`src/qyfr_pkg.sv`:
```
`timescale 1ns / 1ps
// shared widths, constants, stage types and helpers for the quaternion yaw frame rotation block
package qyfr_pkg;

   localparam int REQ_W = 192;
   localparam int RSP_W = 144;
   localparam int POS_W = 32;
   localparam int YAW_W = 16;
   localparam int PRD_W = 32;
   localparam int SC_W = 34;
   localparam int ATAN_GUARD = 16;
   localparam int VEC_W = 52;
   localparam int ANG_W = 34;
   localparam int GUARD_BITS = 24;
   localparam int KSHIFT = 31 - GUARD_BITS;
   localparam int PX_W = POS_W + 1;
   localparam int MUL_W = PX_W + 32;
   localparam int ROT_W = MUL_W - KSHIFT;
   localparam int SAT_W = ROT_W - GUARD_BITS;
   localparam int MAX_STAGES = 32;

   localparam logic signed [31:0] KINV_Q31 = 32'sd1304065748;
   localparam logic signed [SC_W-1:0] ONE_Q30 = 34'sh0_4000_0000;
   localparam logic signed [ANG_W-1:0] ANG_PI = 34'sh0_8000_0000;
   localparam logic signed [ANG_W-1:0] ANG_HALF_PI = 34'sh0_4000_0000;
   localparam logic signed [SAT_W-1:0] SAT_MAX = 34'sh0_7FFF_FFFF;
   localparam logic signed [SAT_W-1:0] SAT_MIN = -34'sh0_8000_0000;

   // atan(2^-i), pi = 2^31
   localparam logic [31:0] ATAN_TAB [MAX_STAGES] = '{
      32'h20000000, 32'h12E4051E, 32'h09FB385B, 32'h051111D4, 32'h028B0D43, 32'h0145D7E1,
      32'h00A2F61E, 32'h00517C55, 32'h0028BE53, 32'h00145F2F, 32'h000A2F98, 32'h000517CC,
      32'h00028BE6, 32'h000145F3, 32'h0000A2FA, 32'h0000517D, 32'h000028BE, 32'h0000145F,
      32'h00000A30, 32'h00000518, 32'h0000028C, 32'h00000146, 32'h000000A3, 32'h00000051,
      32'h00000029, 32'h00000014, 32'h0000000A, 32'h00000005, 32'h00000003, 32'h00000001,
      32'h00000001, 32'h00000000
   };

   typedef struct packed {
      logic signed [POS_W-1:0] radar_x;
      logic signed [POS_W-1:0] radar_y;
      logic signed [POS_W-1:0] drone_x;
      logic signed [POS_W-1:0] drone_y;
   } pos_side_type;

   typedef struct packed {
      logic signed [VEC_W-1:0] x;
      logic signed [VEC_W-1:0] y;
      logic signed [ANG_W-1:0] z;
      logic                    zero;
      pos_side_type            side;
   } vec_stage_type;

   typedef struct packed {
      logic signed [ROT_W-1:0] x;
      logic signed [ROT_W-1:0] y;
      logic signed [ANG_W-1:0] theta;
      logic [YAW_W-1:0]        yaw;
      logic signed [POS_W-1:0] drone_x;
      logic signed [POS_W-1:0] drone_y;
   } rot_stage_type;

   function automatic logic signed [POS_W-1:0] sat_pos(input logic signed [SAT_W-1:0] v);
      logic signed [POS_W-1:0] r;
      if (v > SAT_MAX) begin
         r = SAT_MAX[POS_W-1:0];
      end else if (v < SAT_MIN) begin
         r = SAT_MIN[POS_W-1:0];
      end else begin
         r = v[POS_W-1:0];
      end
      return r;
   endfunction

endpackage

```
`src/qyfr_vec_cell.sv`:
```
`timescale 1ns / 1ps
// one vectoring step of the atan2 chain
module qyfr_vec_cell #(
   parameter int STAGE = 0
) (
   input  logic                    clock,
   input  logic                    reset,
   input  logic                    advance,
   input  logic                    valid_prev,
   input  qyfr_pkg::vec_stage_type stage_prev,
   output logic                    valid_next,
   output qyfr_pkg::vec_stage_type stage_next
);
   import qyfr_pkg::*;

   localparam logic signed [ANG_W-1:0] ATAN_STEP = ANG_W'(ATAN_TAB[STAGE]);

   logic signed [VEC_W-1:0] x_cur;
   logic signed [VEC_W-1:0] y_cur;
   logic signed [VEC_W-1:0] x_sh;
   logic signed [VEC_W-1:0] y_sh;
   vec_stage_type cell_in;
   vec_stage_type cell_ff;
   logic valid_ff;

   always_comb begin
      x_cur = stage_prev.x;
      y_cur = stage_prev.y;
      x_sh = x_cur >>> STAGE;
      y_sh = y_cur >>> STAGE;
      cell_in = stage_prev;
      if (y_cur > 0) begin
         cell_in.x = x_cur + y_sh;
         cell_in.y = y_cur - x_sh;
         cell_in.z = stage_prev.z + ATAN_STEP;
      end else begin
         cell_in.x = x_cur - y_sh;
         cell_in.y = y_cur + x_sh;
         cell_in.z = stage_prev.z - ATAN_STEP;
      end
   end

   always_ff @(posedge clock) begin
      if (reset) begin
         valid_ff <= 1'b0;
      end else if (advance) begin
         valid_ff <= valid_prev;
      end
   end

   always_ff @(posedge clock) begin
      if (advance) begin
         cell_ff <= cell_in;
      end
   end

   assign valid_next = valid_ff;
   assign stage_next = cell_ff;

endmodule

```
`config.mk`:
```
export PLATFORM = sky130hd
export DESIGN_NAME = qyfr_vec_cell
export DESIGN_NICKNAME = d
export VERILOG_FILES = /design/src/qyfr_pkg.sv /design/src/qyfr_vec_cell.sv
export SDC_FILE = /design/constraint.sdc
export NUM_CORES = 1
export LEC_CHECK = 0
export BUFFER_PORTS_ARGS = -buffer_cell sky130_fd_sc_hd__buf_4
export CAP_MARGIN = 40
export CORE_AREA = 4 4 209 211
export CTS_CLUSTER_SIZE = 30
export DETAILED_ROUTE_END_ITERATION = 16
export DIE_AREA = 0 0 213 215
export PLACE_DENSITY = 0.72
export SLEW_MARGIN = 10
export SYNTH_ARGS = -nofsm -noshare
export SYNTH_HDL_FRONTEND = slang
export SYNTH_SLANG_ARGS = --single-unit
export TNS_END_PERCENT = 1
```
`constraint.sdc`:
```
create_clock -name clock -period 6.49 [get_ports clock]
set_input_delay 0.9735 -clock clock [delete_from_list [all_inputs] [get_ports clock]]
set_output_delay 0.9735 -clock clock [all_outputs]
set_load 0.005 [all_outputs]
```
# Yosys cells after proc, flatten, opt, wreduce, memory -nomap -nowiden
# Index checks and enable logic that the tools add are counted.
word_totals:
  ff_bits: 268
  word_cells: 16
  output_inout_bits: 268
  input_bits: 271
classes:
  n_addsub: 5
  n_lt_le_gt_ge: 1
  n_mux: 1
op_table:
  columns: ["operator", "count"]
  rows:
  - ["138-bit 2-to-1 mux", 1]
  - ["52-bit subtractor", 2]
  - ["52-bit adder", 1]
  - ["52-bit by 1-bit greater-than comparator with 1-bit output (second input constant)", 1]
  - ["34-bit by 31-bit adder with 34-bit output (second input constant)", 1]
  - ["34-bit by 31-bit subtractor with 34-bit output (second input constant)", 1]

# Depth between registers and ports, before layout
depth:
  depth_word: 2
  depth_mapped: 14
  ltp_nobuf: 13

# Least setup slack after synthesis
# Ideal clock, no wire load.
synth_timing:
  path_type: "input port to flip-flop"
  startpoint: "in stage_prev[170] (netlist name)"
  endpoint: "reg cell_ff (netlist bit stage_next[259]), data pin"
  path_slack_ps: 2668
  stages: 12
  required_time_ps: 6222
  arrival_time_ps: 3554
  setup_ps: 268
  n_path_buf: 0
  path_cell_list: "inv_1 > ha_1 > inv_2 > a2111oi_4 > or4b_1 > a21oi_2 > o211ai_2 > a41o_1 > a221o_1 > a21boi_2 > o31ai_1 > xnor2_1"
synth_lines:
  columns: ["item", "line_no", "source"]
  rows:
  - ["start: declaration", "qyfr_vec_cell.sv:10", "input qyfr_pkg::vec_stage_type stage_prev,"]
  - ["end signal: assignment", "qyfr_vec_cell.sv:53", "cell_ff <= cell_in;"]
  - ["end: declaration", "qyfr_vec_cell.sv:23", "vec_stage_type cell_ff;"]

==> results.toml <==
[global_routing]
grt_start_max_net_pins = 166
grt-ovfl-total = 0
antenna_found_initial = 19
grt_pass1_wl_um = 114800
grt_usage_pct = 33.89
grt_pass1_vias = 16290

[clock_tree]
htreeDepth = 1
cts_buffers = 29
cts_tree = "built"
cts_max_path_buffers = 3
cts_resized = 0
insertion_delay_ns = 0.57
path_clk_slew_ns = 0.06
root_buffer = "clkbuf_16"
cts_setup_buffers = 0
hold_buffers = 0
cts.sinks = 267

[sta]
maxSlewHeadroom_pct = 22.86
hold_viol_final = 0
maxSlewViolCount = 0
clock_skew_ns = 0
grt_setup_unrepaired = "no"
fin_setup_tns_ns = 0
setup_slack_ns = 1.985
finalCriticalPeriod_ns = 4.505
finalSetupViolCount = 0
post-route-period-util_pct = 69.42
tightest_slew_ns = 1.157
fmax_mhz = 222.0

[route]
vias = 17000
antenna_left = 0
drc_errors = 0
met3_length_um = 6398
viasPerCell = 5.877
dr_wl_met2_um = 39270
wirelength_um = 81970
top_layer_used = "met4"
dr.pass1.iters = 6
detail_route.iter0.violations = 1702
met1_length_um = 33050
drt-wirelength-per-cell_um = 28.34

[critical_path]
worstPathRequired_ns = 6.77
worstSetupStartpointType = "input pin"
crit_path_end_kind = "register"
critPathArrivalTime_ns = 4.79
critical_path_class = "input pin to register"
reg2reg_slack_ns = 5.87
path_max_fanout = 15

[layout]
layout_commonest_cell = "buf_4"
utilization_pct = 56.28
drive_gt1_share_pct = 26.99
fill_cells = 3736
layout_common_cells = "buf_4, edfxtp_1, a21oi_1, ha_1, inv_1"
syn_to_final_growth_pct = 31.28
nets = 2759

[hold_path]
hold_class = "input pin to register"

[yosys]
ys_seq_area_share_pct = 44.73
synth_edf_count = 266
ys_ff_latch = 267
ys_types = 76
avgSynthCellArea_sq_um = 9.962
ys.flop_type = "edfxtp_1"
yosysWarnings = 0
synthesis.area_sq_um = 17900
synthArstFlopShare_pct = 0
syn_nets = 2244
postSynthCellCount = 1797

[pwr]
power_density_nw_per_um2 = 236.6
ir_drop_mv = 0.1981
total_leakage_power_nw = 10.13

[status]
status = "finished clean"

[die]
design.portCount = 539
initial_core_util_pct = 42.87
coreArea_sq_um = 41760
fp.dieW_um = 213
num_rows = 75
dieArea_sq_um = 45800
dieHeight_um = 215

[place]
gp_congestion = 1.043
pre_cts_ws_ns = 1.477
port_buffers = 538
dp_hpwl_um = 67920

[flow_run]
drv_cap = 0
worst paths after layout:
check,start,endpoint,depth (start not counted)
worst min register to register,valid_next,valid_next,2
worst max-delay path,stage_prev[172],stage_next[255],13
worst min-delay path,reset,valid_next,2
worst max register to register,valid_next,valid_next,2
final cells by class:
cell class	count	area, sq um	area share, %
Antenna cell	19	47.55	0.2023
Clock buffer	33	740.7	3.152
Clock inverter	20	195.2	0.8305
Inverter	159	596.8	2.540
Multi-Input combinational cell	1298	9022	38.39
Sequential cell	267	8008	34.07
Tap cell	539	674.4	2.870
Timing Repair Buffer	557	4217	17.94
cell usage after synthesis, types with 22 or more instances:
cell,instances,share of area [%]
nand2_1,105,2.2
mux2i_1,22,1.2
o21ai_0,114,3.2
a21oi_1,217,6.1
a21o_1,38,1.6
nand3_1,22,0.62
o21bai_1,40,1.7
nor3_1,32,0.89
xnor2_1,91,4.5
clkbuf_1,48,1.0
nand4_1,27,0.94
edfxtp_1,266,45
inv_1,156,3.3
ha_1,172,12
nor2_1,127,2.7
nor4_1,34,1.2
metal layers:
layer	up-vias	global-route usage, %
li1	7644	-
met1	8237	45.07
met2	981	55.74
met3	133	5.527
met4	0	12.63
met5	-	0
logic make-up (layout without fill, tap and decap cells):
logic type,Yosys count,count (layout),synth area share (%)
adders and majority gates,176,176,12.47
muxes,24,24,1.356
DFF,267,267,44.73
and+or+nand+nor,412,412,10.93
xor gates and xnor gates,105,105,5.137
other,0,19,0
AOI/OAI and AO/OA,581,581,20.46
buffers and inverters,232,769,4.913
power by group:
group,switching [mW],total (mW),internal [mW]
sequential,0.0854,2.24,2.16
clock,0.734,1.65,0.911
combinational,0.973,1.67,0.699
through the flow:
stage               hold slack, ns  std cells  power (mW)  area [sq um]
global route                0.5304       2892       5.790         23500
detailed placement          0.5204       2820       3.914         22520
CTS                         0.5305       2873       5.557         23450
finish                      0.5518       2892       5.560         23500
floorplan                   0.4850       1797       3.007         17900
global placement            0.5090       2816       3.910         22490
worst max-delay path: stages:
cell and delay (ns):
buf_4 0.11, inv_1 0.04, ha_1 0.63, nor2b_1 0.15, a2111oi_4 0.36, or4b_1 0.54
a21oi_2 0.34, o211ai_2 0.21, a41o_1 0.32, a221o_1 0.47, a21boi_2 0.31, mux2i_1 0.14
xnor2_1 0.17
state kept, by name, indices dropped and copies added (netlist names):
signal and cells:
stage_next 266, valid_next 1
(Power assumes the default switching activity.)
